### src/rtl/assert_macros.svh
// assertion macros shared by the rtl files
`ifndef ASSERT_MACROS_SVH
`define ASSERT_MACROS_SVH
`ifndef NO_ASSERTIONS
// condition holds at every clock edge out of reset
`define ASSERT_ALWAYS(label, clk, rst, cond) \
   label: assert property (@(posedge clk) disable iff (rst) (cond)) \
      else $error("assertion failed");
// consequent holds in the same cycle as the antecedent
`define ASSERT_IMPLY(label, clk, rst, ante, cons) \
   label: assert property (@(posedge clk) disable iff (rst) (ante) |-> (cons)) \
      else $error("assertion failed");
// consequent holds in the cycle after the antecedent
`define ASSERT_NEXT(label, clk, rst, ante, cons) \
   label: assert property (@(posedge clk) disable iff (rst) (ante) |=> (cons)) \
      else $error("assertion failed");
`else
`define ASSERT_ALWAYS(label, clk, rst, cond)
`define ASSERT_IMPLY(label, clk, rst, ante, cons)
`define ASSERT_NEXT(label, clk, rst, ante, cons)
`endif
`endif

### src/rtl/pps_pkg.sv
// types and constants of the preemptive priority scheduler
package pps_pkg;

   localparam int NPROC_DEFAULT = 16;

   localparam int CFG_ADDR_W = 3;
   localparam logic [CFG_ADDR_W-1:0] ADDR_TASK_COUNT = 3'd0;
   localparam logic [4:0] TASK_COUNT_RESET = 5'd1;

   localparam logic [23:0] CLOCK_MAX = 24'hFFFFFF;

   typedef enum logic {
      ACT_LOAD = 1'b0,
      ACT_TICK = 1'b1
   } action_type;

   typedef struct packed {
      action_type  action;
      logic [3:0]  slot;
      logic [7:0]  task_id;
      logic [15:0] arrival;
      logic [15:0] burst;
      logic [7:0]  prio;
   } req_type;

   typedef struct packed {
      logic [7:0]  running_id;
      logic        idle;
      logic        switched;
      logic        finished;
      logic [23:0] finish_time;
      logic [23:0] turnaround;
      logic [23:0] waiting;
      logic        all_done;
   } rsp_type;

   typedef struct packed {
      logic [7:0]  task_id;
      logic [15:0] arrival;
      logic [15:0] burst;
      logic [7:0]  prio;
      logic [15:0] remaining;
   } task_rec_type;

endpackage

### src/rtl/preemptive_priority_scheduler_unit.sv
// preemptive priority scheduler: task table, selection scan and time accounting
// tick: SCAN reads the n = min(task_count, NPROC) slots in use, then LAST, STEP and REPORT;
//   n = 0 goes straight to STEP; load: straight to REPORT; a new transfer is taken only in
//   IDLE; the scan reads one table entry per cycle through the single table read port; the
//   next transfer is taken while an earlier result still waits on the result side
// reset (synchronous): clock, finished flags, last served, control cleared, task_count 1
`include "assert_macros.svh"

module preemptive_priority_scheduler_unit
   import pps_pkg::*;
#(
   parameter int NPROC = NPROC_DEFAULT
) (
   input  logic                  clock,
   input  logic                  reset,
   // input channel
   input  logic                  req_valid,
   output logic                  req_ready,
   input  req_type               req_data,
   // result channel
   output logic                  rsp_valid,
   input  logic                  rsp_ready,
   output rsp_type               rsp_data,
   // register port
   input  logic                  psel,
   input  logic                  penable,
   input  logic                  pwrite,
   input  logic [CFG_ADDR_W-1:0] paddr,
   input  logic [31:0]           pwdata,
   output logic [31:0]           prdata,
   output logic                  pready
);

   localparam int IDX_W  = (NPROC > 1) ? $clog2(NPROC) : 1;
   localparam int CNT_W  = $clog2(NPROC + 1);
   localparam int WIDE_W = CNT_W + 5;

   typedef enum logic [2:0] {
      ST_IDLE,
      ST_SCAN,
      ST_LAST,
      ST_STEP,
      ST_REPORT
   } state_type;

   // sequencer and scheduler state
   state_type          state_ff;
   logic [4:0]         task_count_ff;
   logic [23:0]        clock_ff;
   logic [NPROC-1:0]   done_ff;
   logic [IDX_W-1:0]   idx_ff;
   logic               last_vld_ff;
   logic [IDX_W-1:0]   last_slot_ff;

   // scan pipeline: read stage and best-so-far
   logic               rd_pend_ff;
   logic [IDX_W-1:0]   rd_slot_ff;
   task_rec_type       rd_rec_ff;
   logic               best_vld_ff;
   logic [IDX_W-1:0]   best_slot_ff;
   task_rec_type       best_rec_ff;

   // step results waiting for the report cycle
   logic [23:0]        tat_ff;
   logic               fin_ff;
   logic               sw_ff;
   logic               is_load_ff;

   // result register
   logic               rsp_valid_ff;
   rsp_type            rsp_ff;
   rsp_type            rsp_in;

   // task table, one write port and one registered read port
   task_rec_type       mem [NPROC];
   logic               mem_we;
   logic [IDX_W-1:0]   mem_waddr;
   task_rec_type       mem_wdata;

   logic [WIDE_W-1:0]  n_wide;
   logic [CNT_W-1:0]   n_cnt;
   logic [NPROC-1:0]   use_mask;
   logic               all_done;
   logic               accept;
   logic               load_ok;
   logic               last_issue;
   logic               eligible;
   logic               better;
   logic               take;
   logic [23:0]        clock_inc;
   logic [15:0]        rem_dec;
   logic [23:0]        burst_ext;
   logic [23:0]        wait_val;
   logic               out_free;
   logic               cfg_write;

   // register port, no wait states
   assign pready    = 1'b1;
   assign cfg_write = psel && penable && pwrite;
   assign prdata    = (paddr == ADDR_TASK_COUNT) ? 32'(task_count_ff) : '0;

   assign req_ready = (state_ff == ST_IDLE);
   assign accept    = req_valid && req_ready;
   assign rsp_valid = rsp_valid_ff;
   assign rsp_data  = rsp_ff;
   assign out_free  = !rsp_valid_ff || rsp_ready;

   // slots in use, count saturates at the table depth
   assign n_wide = (WIDE_W'(task_count_ff) > WIDE_W'(NPROC)) ? WIDE_W'(NPROC)
                                                             : WIDE_W'(task_count_ff);
   assign n_cnt  = CNT_W'(n_wide);

   always_comb begin
      for (int i = 0; i < NPROC; i++) begin
         use_mask[i] = (CNT_W'(i) < n_cnt);
      end
   end

   // every slot in use has no service left
   assign all_done = &(done_ff | ~use_mask);

   // loads beyond the table are dropped
   assign load_ok = (int'(req_data.slot) < NPROC);

   assign last_issue = (CNT_W'(idx_ff) == (n_cnt - CNT_W'(1)));

   // compare stage: eligible entry beats current best on prio, then arrival;
   // lower slot wins a full tie since slots come in ascending order
   assign eligible = rd_pend_ff && !done_ff[rd_slot_ff]
                  && (24'(rd_rec_ff.arrival) <= clock_ff);
   assign better   = !best_vld_ff
                  || (rd_rec_ff.prio < best_rec_ff.prio)
                  || ((rd_rec_ff.prio == best_rec_ff.prio)
                      && (rd_rec_ff.arrival < best_rec_ff.arrival));
   assign take     = eligible && better;

   // saturating tick clock
   assign clock_inc = (clock_ff == CLOCK_MAX) ? clock_ff : clock_ff + 24'd1;
   assign rem_dec   = best_rec_ff.remaining - 16'd1;

   // waiting time floors at zero once the clock has saturated
   assign burst_ext = 24'(best_rec_ff.burst);
   assign wait_val  = (tat_ff >= burst_ext) ? (tat_ff - burst_ext) : '0;

   // table write: a load transfer or the decrement of the served task
   always_comb begin
      mem_we    = 1'b0;
      mem_waddr = IDX_W'(req_data.slot);
      mem_wdata = '{task_id:   req_data.task_id,
                    arrival:   req_data.arrival,
                    burst:     req_data.burst,
                    prio:      req_data.prio,
                    remaining: req_data.burst};
      if (state_ff == ST_STEP) begin
         mem_we              = best_vld_ff;
         mem_waddr           = best_slot_ff;
         mem_wdata           = best_rec_ff;
         mem_wdata.remaining = rem_dec;
      end else if (accept && (req_data.action == ACT_LOAD) && load_ok) begin
         mem_we = 1'b1;
      end
   end

   always_ff @(posedge clock) begin
      if (mem_we) begin
         mem[mem_waddr] <= mem_wdata;
      end
      rd_rec_ff <= mem[idx_ff];
   end

   // result fields: loads report only all_done, idle ticks the idle flag
   always_comb begin
      rsp_in          = '0;
      rsp_in.all_done = all_done;
      if (!is_load_ff) begin
         if (!best_vld_ff) begin
            rsp_in.idle = 1'b1;
         end else begin
            rsp_in.running_id = best_rec_ff.task_id;
            rsp_in.switched   = sw_ff;
            rsp_in.finished   = fin_ff;
            if (fin_ff) begin
               rsp_in.finish_time = clock_ff;
               rsp_in.turnaround  = tat_ff;
               rsp_in.waiting     = wait_val;
            end
         end
      end
   end

   // sequencer
   always_ff @(posedge clock) begin
      if (reset) begin
         state_ff      <= ST_IDLE;
         task_count_ff <= TASK_COUNT_RESET;
         clock_ff      <= '0;
         done_ff       <= '0;
         idx_ff        <= '0;
         last_vld_ff   <= 1'b0;
         rd_pend_ff    <= 1'b0;
         best_vld_ff   <= 1'b0;
         is_load_ff    <= 1'b0;
         rsp_valid_ff  <= 1'b0;
      end else begin
         if (cfg_write && pready && (paddr == ADDR_TASK_COUNT)) begin
            task_count_ff <= pwdata[4:0];
         end
         // the report cycle sets the result register itself
         if (rsp_valid_ff && rsp_ready && (state_ff != ST_REPORT)) begin
            rsp_valid_ff <= 1'b0;
         end

         unique case (state_ff)
            ST_IDLE: begin
               if (accept) begin
                  if (req_data.action == ACT_LOAD) begin
                     // a reload clears the finished flag, a zero burst is done at once
                     if (load_ok) begin
                        done_ff[IDX_W'(req_data.slot)] <= (req_data.burst == 16'd0);
                     end
                     is_load_ff <= 1'b1;
                     state_ff   <= ST_REPORT;
                  end else begin
                     is_load_ff  <= 1'b0;
                     idx_ff      <= '0;
                     best_vld_ff <= 1'b0;
                     rd_pend_ff  <= 1'b0;
                     state_ff    <= (n_cnt == '0) ? ST_STEP : ST_SCAN;
                  end
               end
            end
            ST_SCAN: begin
               // issue read of idx, compare the entry read last cycle
               rd_pend_ff <= 1'b1;
               rd_slot_ff <= idx_ff;
               idx_ff     <= idx_ff + IDX_W'(1);
               if (take) begin
                  best_vld_ff  <= 1'b1;
                  best_slot_ff <= rd_slot_ff;
                  best_rec_ff  <= rd_rec_ff;
               end
               if (last_issue) begin
                  state_ff <= ST_LAST;
               end
            end
            ST_LAST: begin
               rd_pend_ff <= 1'b0;
               if (take) begin
                  best_vld_ff  <= 1'b1;
                  best_slot_ff <= rd_slot_ff;
                  best_rec_ff  <= rd_rec_ff;
               end
               state_ff <= ST_STEP;
            end
            ST_STEP: begin
               clock_ff <= clock_inc;
               tat_ff   <= clock_inc - 24'(best_rec_ff.arrival);
               fin_ff   <= best_vld_ff && (rem_dec == 16'd0);
               sw_ff    <= best_vld_ff && (!last_vld_ff || (last_slot_ff != best_slot_ff));
               if (best_vld_ff) begin
                  last_vld_ff  <= 1'b1;
                  last_slot_ff <= best_slot_ff;
                  if (rem_dec == 16'd0) begin
                     done_ff[best_slot_ff] <= 1'b1;
                  end
               end
               state_ff <= ST_REPORT;
            end
            ST_REPORT: begin
               // hold until the result register is free
               if (out_free) begin
                  rsp_valid_ff <= 1'b1;
                  rsp_ff       <= rsp_in;
                  state_ff     <= ST_IDLE;
               end
            end
            default: begin
               state_ff <= ST_IDLE;
            end
         endcase
      end
   end

   // scan index never runs past the slots in use
   `ASSERT_IMPLY(a_scan_idx, clock, reset, state_ff == ST_SCAN, CNT_W'(idx_ff) < n_cnt)
   // the served task was not finished before this tick
   `ASSERT_IMPLY(a_best_live, clock, reset, (state_ff == ST_STEP) && best_vld_ff, !done_ff[best_slot_ff])
   // a completion is never reported on an idle tick
   `ASSERT_IMPLY(a_fin_busy, clock, reset, rsp_valid_ff && rsp_ff.finished, !rsp_ff.idle)
   // after a transfer the block is busy
   `ASSERT_NEXT(a_busy, clock, reset, req_valid && req_ready, !req_ready)

endmodule
### config.mk
export PLATFORM = sky130hd
export DESIGN_NAME = preemptive_priority_scheduler_unit
export DESIGN_NICKNAME = d
export VERILOG_FILES = /design/src/rtl/pps_pkg.sv /design/src/rtl/preemptive_priority_scheduler_unit.sv
export VERILOG_INCLUDE_DIRS = /design/src /design/src/rtl
export SDC_FILE = /design/constraint.sdc
export NUM_CORES = 2
export LEC_CHECK = 0
export BUFFER_PORTS_ARGS = -buffer_cell sky130_fd_sc_hd__buf_2
export CORE_MARGIN = 3
export CORE_UTILIZATION = 45
export DETAILED_ROUTE_END_ITERATION = 16
export HOLD_SLACK_MARGIN = 0.15
export PLACE_DENSITY = 0.69
export SETUP_SLACK_MARGIN = 0.15
export SLEW_MARGIN = 20
export SYNTH_ARGS = -nofsm -noshare
export SYNTH_HDL_FRONTEND = slang
export SYNTH_SLANG_ARGS = --single-unit
### constraint.sdc
create_clock -name clock -period 24.2 [get_ports clock]
set_clock_uncertainty 0.2 [all_clocks]
set_input_delay 1.21 -clock clock [delete_from_list [all_inputs] [get_ports clock]]
set_output_delay 1.21 -clock clock [all_outputs]
set_load 0.005 [all_outputs]
## Yosys cells after proc, flatten, opt, wreduce, memory -nomap -nowiden

Memories as Yosys holds them, arrays and structs flattened. A register that Yosys moved wholly into a read port is not among the register bits.
Cells that the tools add are included.

| storage, ports and cells | value |
|---|---|
| flip-flop bits (word level) | 243 |
| bits in writable memories | 1024 |
| input port bits | 95 |
| word-level logic and storage cells | 176 |
| memories kept | 1 |

| operators by class | value |
|---|---|
| $add $sub $neg | 6 |
| magnitude comparators | 26 |
| eq/ne operators | 17 |
| muxes and demuxes | 40 |
| bitwise logic cells | 8 |
| reductions and logical operators | 49 |

Memories:

| memory | words | bits a word | rd ports | clocked after Yosys merged registers in | write ports | line | RTL |
|---|---|---|---|---|---|---|---|
| mem | 16 | 64 | 1 | 1 | 1 | preemptive_priority_scheduler_unit.sv:75 | `task_rec_type mem [NPROC];` |

Operator list:

| kind | count |
|---|---|
| 2-to-1 mux 16 bit | 4 |
| 2-to-1 mux 64 bit | 1 |
| subtractor 24 x 16 -> 24 bit | 2 |
| < comparator 4 x 5 -> 1 bit, first input constant | 8 |
| logical NOT 16 bit | 2 |
| bitwise OR 16 bit | 2 |
| case mux 16 bit (2 select lines) | 1 |
| adder 24 x 1 -> 24 bit, second input constant | 1 |
| == test 24 bit, second input constant | 1 |
| greater-or-equal comparator 24 x 16 -> 1 bit | 1 |
| <= comparator 16 x 24 -> 1 bit | 1 |
| 2-to-1 mux 24 bit | 1 |
| < comparator 3 x 5 -> 1 bit, first input constant | 4 |
| AND reduction 3 bit | 6 |
| bitwise mux 16 bit | 1 |
| < comparator 16 bit | 1 |
| inverter 16 bit | 1 |
| AND reduction 16 bit | 1 |
| subtractor 16 x 1 -> 16 bit, second input constant | 1 |
| logical AND 1 bit | 15 |
| < comparator 4 x 5 -> 1 bit, second input constant | 3 |
| 2-to-1 mux 1 bit | 15 |
| case mux 3 bit (5 select lines) | 1 |
| 2-to-1 mux 3 bit | 4 |
| other kinds (37) | 68 |

## Depth between registers and ports, before layout

| depth | value |
|---|---|
| depth in word-level cells | 8 |
| gate-level depth with buffers | 17 |
| depth with buffers taken out | 16 |

## Worst setup path before layout

Ideal clock, no wire load.

| path | value |
|---|---|
| kind | reg2reg |
| start point | register rd_slot_ff[0] |
| end point | register best_rec_ff[0] in the netlist's numbering (enable) |
| data arrival time | 12263 ps |
| data required time | 23143 ps |
| setup slack | 10880 ps |
| cell stages (with the launch flop) | 6 |
| path buffers | 0 |
| clock period less this slack | 13320 ps |
| cell sequence | edfxtp_1 -> mux4_2 -> mux4_2 -> nor2_1 -> o21ai_0 -> a2111oi_0 |

| on the way | value |
|---|---|
| longest elaborated chain between the ends | 7 |

Ends and longest elaborated chain:

| item | line | RTL |
|---|---|---|
| start, declared | preemptive_priority_scheduler_unit.sv:57 | `logic [IDX_W-1:0] rd_slot_ff;` |
| start signal, assigned | preemptive_priority_scheduler_unit.sv:235 | `rd_slot_ff <= idx_ff;` |
| binary-select mux 1 bit (select 4 bit) | preemptive_priority_scheduler_unit.sv:129 | `assign eligible = rd_pend_ff && !done_ff[rd_slot_ff]` |
| 2-to-1 mux 1 bit (not written as such) | preemptive_priority_scheduler_unit.sv:129 |  |
| logical NOT 1 bit | preemptive_priority_scheduler_unit.sv:129 |  |
| logical AND 1 bit | preemptive_priority_scheduler_unit.sv:129 |  |
| logical AND 1 bit | preemptive_priority_scheduler_unit.sv:130 | `&& (24'(rd_rec_ff.arrival) <= clock_ff);` |
| logical AND 1 bit | preemptive_priority_scheduler_unit.sv:135 | `assign take = eligible && better;` |
| AND reduction 3 bit (no line) | -- |  |
| end signal, assigned | preemptive_priority_scheduler_unit.sv:240 | `best_rec_ff <= rd_rec_ff;` |
| end signal, assigned | preemptive_priority_scheduler_unit.sv:251 | `best_rec_ff <= rd_rec_ff;` |
| end, declared | preemptive_priority_scheduler_unit.sv:61 | `task_rec_type best_rec_ff;` |

No other way between the ends. The select of a mux whose other input is x is not followed.
A chain may end at the register's enable or synchronous reset.

## Worst setup path after layout

| path | value |
|---|---|
| start point | register clock_ff[10] |
| end point | register tat_ff[22], data pin |

| on the way | value |
|---|---|
| longest elaborated chain between the ends | 3 |
| elaborated cells between the ends (all ways) | 4 |

Ends and longest elaborated chain:

| item | line | RTL |
|---|---|---|
| start, declared | preemptive_priority_scheduler_unit.sv:49 | `logic [23:0] clock_ff;` |
| start signal, assigned | preemptive_priority_scheduler_unit.sv:256 | `clock_ff <= clock_inc;` |
| adder 24 x 1 -> 24 bit or == test 24 bit (tied branches) | preemptive_priority_scheduler_unit.sv:138 | `assign clock_inc = (clock_ff == CLOCK_MAX) ? clock_ff : clock_ff + 24'd1;` |
| 2-to-1 mux 24 bit (*) | preemptive_priority_scheduler_unit.sv:138 |  |
| subtractor 24 x 16 -> 24 bit (*) | preemptive_priority_scheduler_unit.sv:257 | `tat_ff <= clock_inc - 24'(best_rec_ff.arrival);` |
| end signal, assigned | preemptive_priority_scheduler_unit.sv:257 |  |
| end, declared | preemptive_priority_scheduler_unit.sv:64 | `logic [23:0] tat_ff;` |

Mark *: on every way between the ends. The rest lies on a longest branch, timed or not.

==> impl_metrics.csv <==
group,metric,value,unit
status,outcome,"finished, final reports clean",
clocking,clock-root-buffer,"clkbuf_16",
routing,viasPerCell,5.80,
routing,drtIter0Drc,2962,
clocking,cts_tree,"done",
synthesis,muxShareOfSynthArea,13.7,%
worst_setup_path,critPathRequiredTime,24.48,ns
synthesis,synth_fa_ha_area_share,1.89,%
clocking,clkTransAtPathRegs,0.06,ns
synthesis,synth.distinct_cells,68,
synthesis,synth-seq-cells,1331,
timing,tightest_slew,1.15,ns
worst_setup_path,crit_path_end_kind,"flip-flop",
pwr,peakVddDrop,0.0000676,V
global_route,grt_antenna_before_repair,2,
clocking,cts.repair.resized,0,
routing,wire_per_inst,25.6,um
floorplan,dieWidth,351,um
global_route,grt_usage,20.3,%
clocking,cts_buffers,132,
floorplan,die_y,351,um
worst_setup_path,start_kind,"flip-flop",
synthesis,ys_warn_count,0,
timing,fin_crit_sh,23.3,%
floorplan,start_util,45.4,%
floorplan,placementRows,126,
worst_setup_path,arrival,5.92,ns
timing,relSlewSlack,23.1,%
synthesis,synthSimpleGateAreaFrac,5.28,%
final_layout,drive_above_1_share,24.6,%
hold_path,hold_path.class,"flip-flop to flip-flop",
synthesis,synth_edf_count,1210,
hold_path,holdPathStages,0,
synthesis,synth_area,53700,sq um
global_route,grt_overflow,0,
clocking,postCtsSetupBuffers,0,
clocking,clk_latency,0.75,ns
routing,drc,0,
timing,fin_ws,18.55,ns
worst_setup_path,criticalPathCategory,"flip-flop to flip-flop",
routing,wl,124,mm
worst_setup_path,crit_fanout,11,
synthesis,synthCells,2959,
timing,rsz0062_at_grt,"no",
routing,antenna_left,0,
global_route,grt_pass1_wl,184,mm
timing,max_freq,0.177,GHz
final_layout,utilization,51.7,%
clocking,htree_num_levels,4,
floorplan,io_pins,214,
place,io_buffers,158,
final_layout,syn_to_final_growth,13.7,%
global_route,grt_pass1_vias,28100,
timing,hold_viol,0,
final_layout,fillCellCount,9239,
synthesis,synth-compound-area-share,3.26,%
timing,whs,0.200,ns
place,dp_hpwl,71.5,mm
floorplan,core_area,118000,sq um
synthesis,yosysSeqAreaShare,72.2,%
clocking,cts.sinks,1331,
routing,drt-pass1-iter-count,6,
final_layout,layout.nets,3376,
clocking,hold_buffers,0,
place,gp_congestion,0.870,
run,cap_viol_max_count,0,
place,post-place-ws,18.67,ns
synthesis,synth_top_family_by_area,"multiplexers",
worst_setup_path,ff2ff_path_depth,15,
timing,final.min_clock_period,5.65,ns
timing,maxSlewViolCount,0,
timing,finalSetupTns,0,ns
global_route,grt_max_degree,103,
synthesis,synth_xor_area_share,1.68,%
synthesis,async_flop_share,0,%
clocking,clock_path_buffers,3,
routing,vias,28100,
pwr,p_per_area,79.8,nW/um^2
pwr,total_leakage_power,0.0201,uW
timing,setup_viol,0,
synthesis,avgSynthCellArea,18.2,sq um
synthesis,yosys_most_used_dff,"edfxtp_1",
floorplan,die-area,124000,sq um
registers in the layout, indices dropped and copies added, names as in the netlist, 3 cells and up:
name           flops
mem             1024
rsp_data          84
best_rec_ff       64
rd_rec_ff         64
clock_ff          24
tat_ff            24
done_ff           16
task_count_ff      5
best_slot_ff       4
idx_ff             4
last_slot_ff       4
rd_slot_ff         4
state_ff           3
cell usage after synthesis, types with 5 or more instances:
cell | count | area, sq um
edfxtp_1 | 1210 | 36300
mux4_2 | 325 | 7320
nand2_1 | 153 | 574
nor2_1 | 151 | 567
dfxtp_1 | 121 | 2420
clkbuf_1 | 114 | 428
o21ai_0 | 104 | 521
inv_1 | 81 | 304
ha_1 | 78 | 976
xnor2_1 | 70 | 613
a21oi_1 | 58 | 290
nor3_1 | 54 | 270
and3_1 | 53 | 332
nand3_1 | 37 | 185
xor2_1 | 33 | 289
buf_4 | 29 | 218
a21o_1 | 27 | 203
buf_1 | 24 | 90.1
and2_1 | 20 | 125
nand4_1 | 19 | 119
nor2b_1 | 16 | 100
a31oi_1 | 15 | 93.8
nand2b_1 | 14 | 87.6
o21a_1 | 13 | 97.6
nand3b_1 | 12 | 90.1
nor4_1 | 11 | 68.8
a311oi_1 | 10 | 87.6
a211oi_1 | 9 | 67.6
or2_2 | 7 | 43.8
mux2i_1 | 6 | 60.1
o211a_1 | 5 | 50.1
o21bai_1 | 5 | 37.5
or4_1 | 5 | 37.5
stage by stage:
step / instances / total power, uW / instance area (sq um)
floorplan: 2985 / 2800 / 53800
global placement: 4601 / 2880 / 56600
detailed placement: 4603 / 2880 / 56700
CTS: 4849 / 4910 / 61100
global route: 4849 / 5030 / 61100
finish: 4852 / 4880 / 61100
layer usage:
layer  share of wire (%)  routed length (um)  up-vias  track usage (%)
met5               0.010                  13        -                0
met4                 2.7                3370        2             6.54
met3                 7.2                8900      191             3.68
met2                  50               62200     1148             34.0
met1                  40               49600    14600             27.0
li1                    -                   -    12200                -
where the power goes:
| part | total (uW) | internal [uW] | leakage (uW) | switching [uW] |
|---|---|---|---|---|
| Combinational | 263 | 118 | 0.00605 | 145 |
| Sequential | 2570 | 2550 | 0.0119 | 19.8 |
| Clock | 2040 | 1170 | 0.00213 | 872 |
| Total | 4880 | 3840 | 0.0201 | 1040 |
cell usage in the layout, fill, tap and decap left out, drive strengths merged, types with 5 or more instances in the layout:
cell type,netlist,final
edfxtp,1210,1210
mux4,325,325
buf,57,254
clkbuf,115,179
nand2,153,153
nor2,152,152
dfxtp,121,121
o21ai,104,104
inv,81,89
ha,78,78
xnor2,70,70
a21oi,58,58
nor3,55,55
and3,54,54
clkinv,0,46
nand3,37,37
xor2,33,33
conb,2,28
a21o,27,27
and2,20,20
nand4,20,20
nor2b,16,16
a31oi,15,15
nand2b,14,14
o21a,13,13
nor4,13,13
nand3b,12,12
a311oi,10,10
a211oi,9,9
bufinv,0,9
or2,8,8
mux2i,6,6
or4,6,6
o21bai,5,5
o211a,5,5
cell type report:
class                           instances  area [sq um]  area share, %
Inverter                               81           304          0.498
Multi-Input combinational cell       1401         14100           23.2
Timing Repair Buffer                  254          1560           2.55
Antenna cell                            3          7.51         0.0123
Tap cell                             1536          1920           3.15
Sequential cell                      1331         38800           63.5
Clock inverter                         67           719           1.18
Clock buffer                          179          3660           5.99
worst max-delay path, stage by stage (launching register included):
cell      delay (ns)
dfxtp_1         0.51
nand4_1         0.30
nor4_2          0.71
nand2_1         0.45
xnor2_1         0.27
ha_1            0.19
inv_1           0.05
fa_1            0.43
a211oi_1        0.37
o21ai_0         0.18
a31oi_1         0.37
a21oi_1         0.19
a311oi_1        0.55
o21ai_0         0.27
nor3_1          0.28
xnor2_1         0.09
cell families (layout without fill, tap and decap cells):
kind of cell	Yosys count	in the layout
other	2	31
AO/OA/AOI/OAI	282	282
XOR/XNOR	103	103
adder cells (fa/ha/maj)	80	80
AND/OR/NAND/NOR	577	577
multiplexers	331	331
buffers and inverters	253	581
flip-flops	1331	1331
final timing paths:
kind,start,end,slack [ns]
setup / recovery,clock_ff[10],tat_ff[22],18.55
setup reg to reg,clock_ff[10],tat_ff[22],18.55
hold reg to reg,rd_rec_ff[29],best_rec_ff[29],0.20
hold / removal,rd_rec_ff[29],best_rec_ff[29],0.20
(Power assumes the default switching activity.)
